[src/rtl/paged_allocator_with_translation_unit_defines.svh]
// Assertion macros shared by the paged allocator RTL.
`ifndef PAGED_ALLOCATOR_WITH_TRANSLATION_UNIT_DEFINES_SVH
`define PAGED_ALLOCATOR_WITH_TRANSLATION_UNIT_DEFINES_SVH

// Check that a condition implies another in the same cycle.
`define PATU_ASSERT_NOW(label, ante, cons, msg) \
    label: assert property (@(posedge clk) disable iff (!rst_n) (ante) |-> (cons)) \
        else $error(msg);

// Check that a condition implies another in the next cycle.
`define PATU_ASSERT_NEXT(label, ante, cons, msg) \
    label: assert property (@(posedge clk) disable iff (!rst_n) (ante) |=> (cons)) \
        else $error(msg);

`endif

[src/rtl/patu_pkg.sv]
// Shared types and codes of the paged allocator.
package patu_pkg;

    // Request field widths
    localparam int CMD_W  = 2;
    localparam int PID_W  = 4;
    localparam int SIZE_W = 21;
    localparam int ADDR_W = 20;
    localparam int DATA_W = 8;

    // Command codes
    localparam logic [CMD_W-1:0] CMD_ALLOC = 2'd0;
    localparam logic [CMD_W-1:0] CMD_FREE  = 2'd1;
    localparam logic [CMD_W-1:0] CMD_READ  = 2'd2;
    localparam logic [CMD_W-1:0] CMD_WRITE = 2'd3;

    // Frame-table scan operations
    localparam logic [1:0] SCAN_COUNT = 2'd0;
    localparam logic [1:0] SCAN_TAKE  = 2'd1;
    localparam logic [1:0] SCAN_FIND  = 2'd2;
    localparam logic [1:0] SCAN_CUT   = 2'd3;

    // Result kinds
    localparam logic [1:0] RES_FAIL  = 2'd0;
    localparam logic [1:0] RES_ALLOC = 2'd1;
    localparam logic [1:0] RES_OK    = 2'd2;
    localparam logic [1:0] RES_READ  = 2'd3;

    // Controller to datapath commands
    typedef struct packed {
        logic       clear;
        logic       capture;
        logic       scan_start;
        logic       scan_run;
        logic [1:0] scan_op;
        logic       brk_write;
        logic       walk_start;
        logic       walk_read;
        logic       walk_step;
        logic       ram_go;
        logic       load_out;
        logic [1:0] res_kind;
    } patu_cmd_t;

    // Datapath to controller status
    typedef struct packed {
        logic clear_done;
        logic scan_done;
        logic found;
        logic alloc_ok;
        logic walk_end;
        logic walk_own;
        logic bad_pid;
        logic is_alloc;
        logic is_free;
        logic is_write;
    } patu_status_t;

endpackage

[src/rtl/patu_ctrl.sv]
// Sequencing state machine of the paged allocator.
module patu_ctrl
    import patu_pkg::*;
(
    input  logic         clk,
    input  logic         rst_n,
    input  logic         in_valid,
    output logic         in_stall,
    output logic         out_valid,
    input  logic         out_stall,
    output patu_cmd_t    cmd,
    input  patu_status_t st
);

    `include "paged_allocator_with_translation_unit_defines.svh"

    localparam logic [3:0] ST_CLEAR    = 4'd0;
    localparam logic [3:0] ST_IDLE     = 4'd1;
    localparam logic [3:0] ST_DISPATCH = 4'd2;
    localparam logic [3:0] ST_COUNT    = 4'd3;
    localparam logic [3:0] ST_CHECK    = 4'd4;
    localparam logic [3:0] ST_TAKE     = 4'd5;
    localparam logic [3:0] ST_FIND     = 4'd6;
    localparam logic [3:0] ST_DECIDE   = 4'd7;
    localparam logic [3:0] ST_CUT      = 4'd8;
    localparam logic [3:0] ST_WALK_RD  = 4'd9;
    localparam logic [3:0] ST_WALK     = 4'd10;
    localparam logic [3:0] ST_RAM      = 4'd11;
    localparam logic [3:0] ST_DONE     = 4'd12;

    logic [3:0] state_reg, state_next;
    logic [1:0] res_kind_reg, res_kind_next;
    logic       out_valid_reg, out_valid_next;

    assign in_stall  = (state_reg != ST_IDLE);
    assign out_valid = out_valid_reg;

    // Step the sequencer and drive datapath commands
    always_comb
    begin
        state_next    = state_reg;
        res_kind_next = res_kind_reg;
        cmd           = '0;
        cmd.res_kind  = res_kind_reg;
        unique case (state_reg)
            ST_CLEAR:
            begin
                cmd.clear = 1'b1;
                if (st.clear_done)
                    state_next = ST_IDLE;
            end
            ST_IDLE:
            begin
                if (in_valid)
                begin
                    cmd.capture = 1'b1;
                    state_next  = ST_DISPATCH;
                end
            end
            ST_DISPATCH:
            begin
                cmd.scan_start = 1'b1;
                cmd.scan_op    = SCAN_COUNT;
                if (st.bad_pid)
                begin
                    res_kind_next = RES_FAIL;
                    state_next    = ST_DONE;
                end
                else if (st.is_alloc)
                    state_next = ST_COUNT;
                else
                    state_next = ST_FIND;
            end
            ST_COUNT:
            begin
                cmd.scan_run = 1'b1;
                cmd.scan_op  = SCAN_COUNT;
                if (st.scan_done)
                    state_next = ST_CHECK;
            end
            ST_CHECK:
            begin
                if (st.alloc_ok)
                begin
                    cmd.brk_write  = 1'b1;
                    cmd.scan_start = 1'b1;
                    cmd.scan_op    = SCAN_TAKE;
                    state_next     = ST_TAKE;
                end
                else
                begin
                    res_kind_next = RES_FAIL;
                    state_next    = ST_DONE;
                end
            end
            ST_TAKE:
            begin
                cmd.scan_run = 1'b1;
                cmd.scan_op  = SCAN_TAKE;
                if (st.scan_done)
                begin
                    res_kind_next = RES_ALLOC;
                    state_next    = ST_DONE;
                end
            end
            ST_FIND:
            begin
                cmd.scan_run = 1'b1;
                cmd.scan_op  = SCAN_FIND;
                if (st.found || st.scan_done)
                    state_next = ST_DECIDE;
            end
            ST_DECIDE:
            begin
                if (!st.found)
                begin
                    res_kind_next = RES_FAIL;
                    state_next    = ST_DONE;
                end
                else if (st.is_free)
                begin
                    cmd.scan_start = 1'b1;
                    cmd.scan_op    = SCAN_CUT;
                    state_next     = ST_CUT;
                end
                else
                    state_next = ST_RAM;
            end
            ST_CUT:
            begin
                cmd.scan_run = 1'b1;
                cmd.scan_op  = SCAN_CUT;
                if (st.scan_done)
                begin
                    cmd.walk_start = 1'b1;
                    state_next     = ST_WALK_RD;
                end
            end
            ST_WALK_RD:
            begin
                if (st.walk_end)
                begin
                    res_kind_next = RES_OK;
                    state_next    = ST_DONE;
                end
                else
                begin
                    cmd.walk_read = 1'b1;
                    state_next    = ST_WALK;
                end
            end
            ST_WALK:
            begin
                if (st.walk_own)
                begin
                    cmd.walk_step = 1'b1;
                    state_next    = ST_WALK_RD;
                end
                else
                begin
                    res_kind_next = RES_OK;
                    state_next    = ST_DONE;
                end
            end
            ST_RAM:
            begin
                cmd.ram_go    = 1'b1;
                res_kind_next = st.is_write ? RES_OK : RES_READ;
                state_next    = ST_DONE;
            end
            ST_DONE:
            begin
                if (!out_valid_reg || !out_stall)
                begin
                    cmd.load_out = 1'b1;
                    state_next   = ST_IDLE;
                end
            end
            default:
            begin
                state_next = ST_IDLE;
            end
        endcase
    end

    // Hold the result until taken, then load the next one
    always_comb
    begin
        out_valid_next = out_valid_reg;
        if (out_valid_reg && !out_stall)
            out_valid_next = 1'b0;
        if (cmd.load_out)
            out_valid_next = 1'b1;
    end

    always_ff @(posedge clk or negedge rst_n)
    begin
        if (!rst_n)
        begin
            state_reg     <= ST_CLEAR;
            res_kind_reg  <= RES_FAIL;
            out_valid_reg <= 1'b0;
        end
        else
        begin
            state_reg     <= state_next;
            res_kind_reg  <= res_kind_next;
            out_valid_reg <= out_valid_next;
        end
    end

    `PATU_ASSERT_NEXT(a_accept_dispatch, in_valid && !in_stall, state_reg == ST_DISPATCH,
        "accepted request not dispatched")
    `PATU_ASSERT_NOW(a_result_from_done, $rose(out_valid), $past(state_reg) == ST_DONE,
        "result raised outside the done state")
    `PATU_ASSERT_NEXT(a_clear_once, state_reg != ST_CLEAR, state_reg != ST_CLEAR,
        "memory sweep restarted without reset")
    `PATU_ASSERT_NEXT(a_count_to_check, state_reg == ST_COUNT && st.scan_done,
        state_reg == ST_CHECK, "free count not followed by the allocation check")

endmodule
[config.mk]
export PLATFORM = sky130hd
export DESIGN_NAME = patu_ctrl
export DESIGN_NICKNAME = d
export VERILOG_FILES = /design/src/rtl/patu_pkg.sv /design/src/rtl/patu_ctrl.sv
export VERILOG_INCLUDE_DIRS = /design/src /design/src/rtl
export SDC_FILE = /design/constraint.sdc
export NUM_CORES = 1
export LEC_CHECK = 0
export ABC_AREA = 1
export BUFFER_PORTS_ARGS = -buffer_cell sky130_fd_sc_hd__buf_2
export CAP_MARGIN = 20
export CORE_MARGIN = 2
export CORE_UTILIZATION = 47
export CTS_CLUSTER_DIAMETER = 120
export DETAILED_ROUTE_END_ITERATION = 12
export HOLD_SLACK_MARGIN = 0.06
export PLACE_DENSITY_LB_ADDON = 0.2
export SYNTH_ARGS = -nofsm -noshare
export SYNTH_HDL_FRONTEND = slang
export SYNTH_SLANG_ARGS = --single-unit
[constraint.sdc]
create_clock -name clk -period 1.5 [get_ports clk]
set_input_delay 0 -clock clk [delete_from_list [all_inputs] [get_ports clk]]
set_output_delay 0 -clock clk [all_outputs]
set_load 0.05 [all_outputs]
==> summary.md, run 1 <==
| Metric | Value |
|---|---|
| Hpwl dp | around 1.8 mm |
| Crit. End Element | output pin |
| GRT met1 Usage | 0.288 |
| Fin nets | 191 |
| Synthesized cell area | 776 µm² |
| Pre-antenna DRT Iters | 4 |
| CTS tree | built |
| Final antenna-violating net count | 0 |
| Fin crit share | 0.995 |
| EDFF count, synth | 0 |
| Synth Instances | 139 |
| Area leader, netlist | nand2_1 |
| Leak Pwr | 0.668 nW |
| Grt ovf | 0 |
| Inserted Clock Buffers | 3 |
| Synthesis-to-layout area growth | 39.5% |
| GR peak layer | met2 |
| Final critical-path required period | approximately 1.5 ns |
| CP Class | register to output pin |
| Share of Yosys cell area claimed by the top area cell type | 0.237 |
| Worst Hold Class | input pin to register |
| Cells after DPL | 183 |
| Initial core utilization | 0.509 |
| Cell Pwr Density | about 2300 nW/µm² |
| Num rows | 14 |
| CORE AREA | 1520 µm² |
| WP data required | about 1.5 ns |
| Vias in the first global route | 926 |
| Crit-path max FO | 6 |
| Syn Area/Cell | 5.58 µm² |
| Clock sink total | 7 |
| Flops & latches, synth | 7 |
| Place WS | -0.0147 ns |
| Max reg flops | 4 |
| Largest net degree at the start of global routing | 10 |
| GPL Wtd Cong | ~0.94 |
| Met2 Usage GRT | 0.481 |
| Non-filler instance count after layout | 192 |
| CP max stage cell | dfrtp_2 |
| Status | complete, no violations |
| Post-Route WL | 2.32 mm |
| Peak supply drop | 1370 µV |
| Die area | 1990 µm² |
| CP Cell Sequence | inv_2 -> nand2_1 -> nor2_4 -> inv_1 -> nand4_1 -> buf_6 |
| Arr. time, crit path | roughly 1.5 ns |
| DR WL/cell | 12.1 µm |
| Worst setup SP type | register |
| Worst-path clk slew | around 0.060 ns |
| Post-synth ARST share | 1.00 |
| Final worst slack | 0.00810 ns |
| Die W | approximately 45 µm |
| Commonest cells in the netlist | nand2_1 (49), nor2_1 (20), inv_1 (19) |
| Slew HR | 0.833 |
| Unrepaired setup endpoints after global routing | yes |
| Clock buffer depth | 2 |
| Final Slew Violations | 0 |
| Vias | approximately 1000 |
| Met3 Track Usage GR | 0.0367 |
| First-pass GRT wire length | 3.73 mm |
| Iter 0 DRT Violations | 25 |
| CP max stage delay | around 0.47 ns |
| Top achievable clock speed | 0.670 GHz |
| Clk_skew | 0.0120 ns |
| Final count of hold timing violations | 0 |
| DRC | 0 |
| Synth top area cells | nand2_1 (24%), dfrtp_1 (23%), nor2_1 (9.7%) |
| Port bufs | 29 |
| Root Buffer | clkbuf_4 |
| Initial antenna violation count | 0 |
| Slew at the pin closest to its max-slew limit | approximately 0.25 ns |
| Yosys cell types | 17 |
| Register area share after synthesis | 0.226 |
| Via density | between 5 and 6 |
| Post-synth top flop | dfrtp_1 |
| H-tree depth | 1 |
| Max Cap Violations | 0 |
| Die Span Y | 44.6 µm |
| Top-count cell post-synth | nand2_1 |
| Crit path max-delay family | flip-flops |
| Worst-Skew Late Latency | approximately 0.26 ns |
| CP Buf/Inv Count | 3 |
| Gr usage total | 0.254 |
| I/O pin cnt | 30 |
| Yosys warning count | 0 |
| Share of layout cells above drive strength 1 | 0.381 |
| Syn Nets | 153 |
| Ant diodes | 0 |
| Endpoints failing setup | 0 |
| Reg2reg setup slack | roughly 0.060 ns |
where the power goes:
group	total (W)	internal, W	switching, W
clock network	0.000179	0.000102	0.0000773
logic	0.00194	0.000585	0.00135
registers	0.000415	0.000285	0.000131
cell families (layout without fill, tap and decap cells):
logic type | after synthesis | count (layout) | synth area share
and+or+nand+nor | 105 | 105 | 0.629
buffers and inverters | 24 | 61 | 0.121
DFF | 7 | 7 | 0.226
AOI/OAI and AO/OA | 3 | 3 | 0.0242
routing by layer:
layer,up-vias,part of all wire
li1,503,-
met1,441,0.39
met2,56,0.51
met3,10,0.075
met4,0,0.022
met5,-,0
through the flow:
step	instance area [µm²]	utilization	TNS, ns	power (W)	hold WS, ns
6_report	1080	0.710	0	0.00253	0.0737
4_1_cts	1040	0.681	0	0.00241	0.0734
3_3_place_gp	941	0.617	0	0.00206	-0.161
3_5_place_dp	941	0.617	-0.0147	0.00210	-0.157
2_1_floorplan	783	-	-0.0360	0.00173	-0.296
5_1_grt	1080	0.710	-0.152	0.00269	0.103
path summary, 6_finish.rpt:
kind | startpoint | to | cells after the start
setup / recovery | state_reg[1] | cmd[8] | 6
hold / removal | st[0] | res_kind_reg[0] | 4
setup reg to reg | state_reg[1] | res_kind_reg[1] | 9
hold reg to reg | res_kind_reg[0] | res_kind_reg[0] | 2
max in group asynchronous | rst_n | state_reg[0] | 2
min in group asynchronous | rst_n | res_kind_reg[0] | 2
layout make-up:
| type | count | area [µm²] |
|---|---|---|
| flip-flops and latches | 7 | 180 |
| repair buffers | 34 | 220 |
| clock buffers | 4 | 26.3 |
| well taps | 16 | 20.0 |
| fillers | 143 | 442 |
| multi-input cells | 108 | 547 |
| inverters | 23 | 88.8 |
cells in the final DEF (no fill, tap or decap), types with 4 or more instances in the layout:
| cell | synthesis | final |
|---|---|---|
| buf_4 | 1 | 6 |
| buf_6 | 0 | 4 |
| nand2_1 | 49 | 48 |
| buf_2 | 0 | 22 |
| nand4_1 | 4 | 4 |
| nor2_2 | 9 | 11 |
| nor2_4 | 1 | 4 |
| nand3_2 | 3 | 4 |
| inv_1 | 19 | 18 |
| dfrtp_2 | 0 | 4 |
| nor2_1 | 20 | 15 |
| nand3_1 | 10 | 9 |
tightest hold or removal path, delay by kind of cell:
kind	cells	cell delay, ns
compound gates	1	0.09
simple gates	2	0.14
buf+inv	1	0.07
what timing repair did:
action | 4_1_cts | 5_1_grt
hold endpoints to repair | 8 | 0
setup endpoints to repair | 12 | 12
pin swaps | 0 | 2
resized for setup | 17 | 9
hold buffers | 2 | 0
setup buffers | 0 | 3
Power figures use the tool's default switching activity.
==> run 2, diff against run 1 <==
Settings changed: ABC_AREA 1 to 0, CORE_UTILIZATION 47 to 49.
==> run 2 against run 1 <==
The run now fails in global routing (5_1_grt). Synthesized cell count is 24% lower. Synthesized area is 7.6% higher.
==> summary.md, run 2 <==
| Metric | Value |
|---|---|
| Root Buffer | clkbuf_4 |
| Die W | approximately 45 µm |
| Hpwl dp | 1.86 mm |
| I/O pin cnt | 30 |
| GPL Wtd Cong | roughly 0.82 |
| Tool error | [ERROR GRT-0232] Routing congestion too high. Check the congestion heatmap in the GUI. |
| Grt ovf | 2 |
| Share of Yosys cell area claimed by the top area cell type | 0.210 |
| Yosys warning count | 0 |
| Syn Area/Cell | 7.87 µm² |
| Synth Instances | 106 |
| Clock buffer depth | 2 |
| Post-synth top flop | dfrtp_1 |
| Placement Cell Area | 1140 µm² |
| EDFF count, synth | 0 |
| Flops & latches, synth | 7 |
| Area leader, netlist | dfrtp_1 |
| Synthesized cell area | 835 µm² |
| Num rows | 14 |
| Synth top area cells | dfrtp_1 (21%), o21ai_0 (4.8%), a21oi_1 (4.2%) |
| Port bufs | 29 |
| Initial core utilization | 0.535 |
| Worst EP post-GRT repair | cmd[6] |
| Top-count cell post-synth | nor2_1 |
| Commonest cells in the netlist | nor2_1 (9), nand2_1 (8), o21ai_0 (8) |
| Die Span Y | 45.3 µm |
| Kind of the worst endpoint | output port |
| Fail Step | global routing (5_1_grt) |
| Post-synth ARST share | 1.00 |
| Status | did not finish |
| Largest net degree at the start of global routing | 16 |
| Syn Nets | 120 |
| Register area share after synthesis | 0.210 |
| Inserted Clock Buffers | 3 |
| Clock sink total | 7 |
| H-tree depth | 1 |
| Yosys cell types | 49 |
| Gr usage total | 0.653 |
## run 2: layer usage
layer / GRT overflow / global-route usage
met4: 1 / 0.729
met1: 0 / 0.663
met5: 0 / 0
met2: 1 / 0.814
met3: 0 / 0.448
## run 2: kinds of logic after synthesis
| kind of cell | after synthesis | synth area share |
|---|---|---|
| flops | 7 | 0.210 |
| buf+inv | 14 | 0.124 |
| simple gates | 43 | 0.327 |
| mux | 1 | 0.0135 |
| xor+xnor | 1 | 0.0105 |
| compound gates | 40 | 0.315 |
## run 2: through the flow
step                      instances  utilization  hold WS, ns  setup TNS (ns)  setup slack, ns
after global placement          167        0.732       -0.166          -0.633           -0.146
after floorplan                 106            -       -0.296           -1.19           -0.266
after CTS                       179        0.887        0.107           -1.14           -0.157
after detailed placement        167        0.732       -0.161          -0.726           -0.206
## run 2: what timing repair did
action,4_1_cts
setup endpoints to repair,19
cloned,0
hold buffers,2
gates resized for setup,41
endpoints found under the hold margin,8
pin swaps,7
buffers inserted,7
==> run 3, diff against run 2 <==
Settings changed: CORE_AREA set to 2 2 63 65, CORE_MARGIN 2 to not set, CORE_UTILIZATION 49 to not set, CTS_CLUSTER_DIAMETER 120 to not set, DIE_AREA set to 0 0 65 67, HOLD_SLACK_MARGIN 0.06 to not set, PLACE_DENSITY_LB_ADDON 0.2 to 0.15.
==> run 3 against run 2 <==
Synthesized area stayed put. The flow now finishes, with violations (setup timing). Synthesized cell count stayed put.
==> summary.md, run 3 <==
| Metric | Value |
|---|---|
| Status | finished with violations |
| Violated checks | setup timing |
| GR peak layer | met2 |
| Fin nets | 187 |
| Unrepaired setup endpoints after global routing | yes |
| Gr usage total | 0.149 |
| Die Span Y | 67 µm |
| Synthesis-to-layout area growth | 102% |
| Max Cap Violations | 0 |
| First-pass GRT wire length | about 5 mm |
| Flops & latches, synth | 7 |
| Worst-Skew Late Latency | 0.23 ns |
| Port bufs | 29 |
| Most frequent cells in the layout | buf_4 (30), buf_6 (18), buf_2 (16) |
| Hpwl dp | 2.12 mm |
| Yosys cell types | 49 |
| Num rows | 22 |
| Post-synth ARST share | 1.00 |
| Fill count | 364 |
| Area leader, netlist | dfrtp_1 |
| Worst R2R Path Depth | 6 |
| Clk network pwr share | 0.065 |
| H-tree depth | 1 |
| Place WS | -0.227 ns |
| Final count of hold timing violations | 0 |
| WP data required | 1.61 ns |
| Initial antenna violation count | 0 |
| Final antenna-violating net count | 0 |
| Top-count cell post-synth | nor2_1 |
| Initial core utilization | 0.231 |
| Worst-path clk slew | 0.04 ns |
| Yosys warning count | 0 |
| Post-synth top flop | dfrtp_1 |
| Slew at the pin closest to its max-slew limit | 0.331 ns |
| Cell Pwr Density | 2450 nW/µm² |
| Final worst slack | -0.176 ns |
| Net Sw Power | 0.00201 W |
| Root Buffer | clkbuf_8 |
| Reg power frac | 0.103 |
| Reg2reg setup slack | -0.18 ns |
| CORE AREA | 3610 µm² |
| Ant diodes | 0 |
| Share of layout cells above drive strength 1 | 0.645 |
| Met3 Track Usage GR | 0.00676 |
| EDFF count, synth | 0 |
| Inserted Clock Buffers | 3 |
| Worst setup SP type | register |
| Clk_skew | approximately 0.0017 ns |
| CTS tree | built |
| Reg2Reg Capture Point | res_kind_reg[0] |
| Comb power frac | 0.832 |
| GRT met1 Usage | 0.198 |
| DRC | 0 |
| Design Area, Final | about 1700 µm² |
| Final Slew Violations | 0 |
| Vias | 1048 |
| Arr. time, crit path | 1.79 ns |
| Worst setup path end | res_kind_reg[0] |
| I/O pin cnt | 30 |
| CP startpoint | state_reg[0] |
| Placement Cell Area | 1200 µm² |
| Synth Instances | 106 |
| Commonest cells in the netlist | nor2_1 (9), nand2_1 (8), o21ai_0 (8) |
| Top achievable clock speed | about 0.6 GHz |
| Leak Pwr | 0.734 nW |
| Via density | about 4.8 |
| Syn Nets | 120 |
| Non-filler instance count after layout | 220 |
| Crit. End Element | register |
| Met2 Usage GRT | 0.256 |
| GPL Wtd Cong | 0.733 |
| Clock buffer depth | 2 |
| DR WL/cell | 13.8 µm |
| Vias in the first global route | 1028 |
| Internal power | 0.00211 W |
| Multi-input gate area | 759 µm² |
| Switching part of the total | 0.487 |
| Max reg flops | 4 |
| Register area share after synthesis | 0.210 |
| Fin util | 0.467 |
| Register area | 180 µm² |
| Worst Hold Class | input pin to register |
| Syn Area/Cell | between 7 and 8 µm² |
| Launching point of the worst reg2reg path | state_reg[0] |
| Endpoints failing setup | 14 |
| Iter 0 DRT Violations | 34 |
| Largest net degree at the start of global routing | 13 |
| CP Class | register to register |
| Synthesized cell area | 835 µm² |
| Post-Route WL | 3.03 mm |
| Final critical-path required period | 1.68 ns |
| Share of Yosys cell area claimed by the top area cell type | 0.210 |
| Die area | 4360 µm² |
| Die W | 65 µm |
| Commonest non-fill, non-tap cell in the layout | buf_4 |
| Cells after DPL | 202 |
| Fin crit share | 1.12 |
| Synth top area cells | dfrtp_1 (21%), o21ai_0 (4.8%), a21oi_1 (4.2%) |
| Clock sink total | 7 |
| Crit-path max FO | 6 |
| Pre-antenna DRT Iters | 4 |
| Peak supply drop | approximately 690 µV |
| Slew HR | 0.779 |
| Grt ovf | 0 |
==> run 3: cell counts after synthesis <==
No cell type changed its count.
==> run 3: worst min path at each step <==
| stage | startpoint | to | slack (ns) | depth (start not counted) |
|---|---|---|---|---|
| 2_1_floorplan | rst_n | out_valid | -0.30 | 0 |
| 4_1_cts | out_stall | out_valid | 0.04 | 3 |
| 3_5_place_dp | rst_n | out_valid | -0.16 | 1 |
| 3_3_place_gp | rst_n | out_valid | -0.16 | 1 |
| 6_report | out_stall | out_valid | 0.05 | 3 |
| 5_1_grt | out_stall | out_valid | 0.08 | 3 |
==> run 3: critical path: stages, from the launching register on <==
cell     delay [ns]
dfrtp_2        0.44
buf_6          0.13
or4bb_4        0.46
a21oi_4        0.18
a31oi_4        0.05
and4_4         0.16
a21o_1         0.14
==> run 3: what timing repair did <==
item                                    CTS  global route
setup buffers                             9             6
hold buffers                              1             0
resized for setup                        60            27
pin swaps                                15             7
endpoints found under the hold margin     7             0
endpoints found under the setup margin   19            19
==> run 3: logic make-up after synthesis <==
kind of cell / share of synthesized area
buf+inv: 0.124
simple gates: 0.327
flops: 0.210
compound gates: 0.315
mux: 0.0135
xor+xnor: 0.0105
==> run 3: through the flow <==
stage / total power [W] / hold WS, ns / setup TNS, ns
detailed placement: 0.00285 / -0.156 / -0.995
CTS: 0.00372 / 0.0426 / -0.995
finish: 0.00412 / 0.0516 / -1.31
floorplan: 0.00213 / -0.296 / -1.19
global route: 0.00438 / 0.0819 / -2.32
global placement: 0.00283 / -0.158 / -0.858
==> run 3: per-layer routing <==
| metal | wire (µm) | part of all wire |
|---|---|---|
| met1 | 1380 | 0.46 |
| met2 | 1600 | 0.53 |
| met3 | 45 | 0.015 |
| met4 | 0 | 0 |
| met5 | 0 | 0 |
==> run 3: area by class of cell <==
class,instances,area share
inverters,4,0.00892
multi-input cells,85,0.451
flip-flops and latches,7,0.107
repair buffers,72,0.370
clock buffers,4,0.0268
well taps,48,0.0357
==> run 3: power by group through the flow <==
stage | registers (W) | logic, W | clock network, W
finish | 0.000425 | 0.00342 | 0.000266
global route | 0.000446 | 0.00364 | 0.000284
CTS | 0.000417 | 0.00303 | 0.000274
detailed placement | 0.000423 | 0.00243 | 0
global placement | 0.000418 | 0.00241 | 0
floorplan | 0.000478 | 0.00166 | 0
==> run 4, diff against run 3 <==
Settings changed: CTS_BUF_LIST set to sky130_fd_sc_hd__clkbuf_8 sky130_fd_sc_hd__clkbuf_16.
==> run 4 against run 3 <==
The run still ends with setup timing left. Fmax about the same. Sequential power about the same. Hold slack barely moved. Highest routed layer unchanged. Via count unchanged. Clock power decreased by 2%.
==> summary.md, run 4 (same netlist as run 3, synthesis figures left out) <==
| Metric | Value |
|---|---|
| Status | finished with violations |
| Violated checks | setup timing |
| Fin crit share | 1.12 |
| Arr. time, crit path | 1.79 ns |
| Post-Route WL | 3.03 mm |
| Max reg flops | 4 |
| Met2 Usage GRT | 0.256 |
| Slew at the pin closest to its max-slew limit | 0.331 ns |
| Unrepaired setup endpoints after global routing | yes |
| Final critical-path required period | 1.68 ns |
| Final antenna-violating net count | 0 |
| Final worst slack | -0.176 ns |
| H-tree depth | 1 |
| Top achievable clock speed | 0.597 GHz |
| DR WL/cell | between 10 and 15 µm |
| Clock sink total | 7 |
| Final count of hold timing violations | 0 |
| Die area | roughly 4400 µm² |
| Hpwl dp | 2.12 mm |
| Fin nets | 187 |
| Cell Pwr Density | between 2000 and 2500 nW/µm² |
| Crit-path max FO | 6 |
| GPL Wtd Cong | 0.733 |
| Initial antenna violation count | 0 |
| I/O pin cnt | 30 |
| Fin util | 0.467 |
| Worst-path clk slew | 0.04 ns |
| Gr usage total | 0.149 |
| Synthesis-to-layout area growth | 102% |
| Iter 0 DRT Violations | 34 |
| Largest net degree at the start of global routing | 13 |
| Num rows | 22 |
| DRC | 0 |
| Ant diodes | 0 |
| Worst setup SP type | register |
| Peak supply drop | around 700 µV |
| Slew HR | 0.779 |
| Inserted Clock Buffers | 3 |
| Worst-Skew Late Latency | 0.23 ns |
| Pre-antenna DRT Iters | 4 |
| Endpoints failing setup | 14 |
| Vias | 1048 |
| Crit. End Element | register |
| GR peak layer | met2 |
| Final Slew Violations | 0 |
| Internal power | between 0.002 and 0.0025 W |
| Root Buffer | clkbuf_8 |
| Setup TNS | -1.31 ns |
| WP data required | 1.61 ns |
| Commonest non-fill, non-tap cell in the layout | buf_4 |
| Net Sw Power | 0.00201 W |
| GRT met1 Usage | 0.198 |
| Leak Pwr | about 0.74 nW |
| CORE AREA | 3610 µm² |
| Most frequent cells in the layout | buf_4 (30), buf_6 (18), buf_2 (16) |
| Max Cap Violations | 0 |
| Comb power frac | 0.833 |
| Vias in the first global route | between 1000 and 1500 |
| Worst Hold Class | input pin to register |
| Reg power frac | 0.103 |
| Die W | 65 µm |
| Die Span Y | 67 µm |
| CP Class | register to register |
| Port bufs | 29 |
| CTS tree | built |
| Clk_skew | ~0.0022 ns |
| Initial core utilization | 0.231 |
| Share of layout cells above drive strength 1 | 0.645 |
| First-pass GRT wire length | 4.98 mm |
| Via density | 4.76 |
| Switching part of the total | 0.488 |
| Met3 Track Usage GR | 0.00676 |
| Clock buffer depth | 2 |
| Grt ovf | 0 |
| Clk network pwr share | 0.063 |
## run 4: path summary, 6_finish.rpt
check	slack (ns)	to	from	cells after the start
setup / recovery	-0.18	res_kind_reg[0]	state_reg[0]	6
hold / removal	0.05	out_valid	out_stall	3
setup reg to reg	-0.18	res_kind_reg[0]	state_reg[0]	6
hold reg to reg	0.48	res_kind_reg[0]	res_kind_reg[0]	1
max in group asynchronous	1.20	state_reg[3]	rst_n	2
min in group asynchronous	0.13	state_reg[1]	rst_n	2
## run 4: routing by layer
layer  up-vias  wire length [µm]
met3         0                45
met5         -                 0
met2        13              1600
li1        530                 -
met4         0                 0
met1       505              1380
## run 4: worst max-delay path, cell delays in order (launching register included)
cell	delay [ns]
dfrtp_2	0.44
buf_6	0.13
or4bb_4	0.46
a21oi_4	0.18
a31oi_4	0.05
and4_4	0.16
a21o_1	0.14
## run 4: final cells by class
cell class                 instances  area [µm²]
clock buffer                       3        41.3
clock inverter                     1        3.75
fill                             364        1920
inverter                           4        15.0
multi-input combinational         85         759
sequential                         7         180
tap                               48        60.1
timing repair buffer              72         623
## run 4: stage by stage
| stage | worst slack, ns | hold WS [ns] | cell area, µm² | cells | total power, W |
|---|---|---|---|---|---|
| 2_1_floorplan | -0.266 | -0.296 | 870 | 106 | 0.00213 |
| 3_3_place_gp | -0.215 | -0.158 | 1200 | 202 | 0.00283 |
| 3_5_place_dp | -0.227 | -0.156 | 1200 | 202 | 0.00285 |
| 4_1_cts | -0.149 | 0.0426 | 1530 | 215 | 0.00372 |
| 5_1_grt | -0.244 | 0.0819 | 1680 | 220 | 0.00437 |
| 6_report | -0.176 | 0.0516 | 1680 | 220 | 0.00411 |
## run 4: what timing repair did
item,in CTS,in global routing
endpoints found under the setup margin,19,19
endpoints found under the hold margin,7,0
buffers inserted,9,6
pin swaps,15,7
gates cloned,0,0
resized for setup,60,27
hold buffers,1,0
## run 4: power groups by stage
stage / Combinational, W / Sequential, W / Clock [W]
floorplan: 0.00166 / 0.000478 / 0
global placement: 0.00241 / 0.000418 / 0
detailed placement: 0.00243 / 0.000423 / 0
CTS: 0.00303 / 0.000417 / 0.000267
global route: 0.00364 / 0.000446 / 0.000277
finish: 0.00343 / 0.000424 / 0.000260
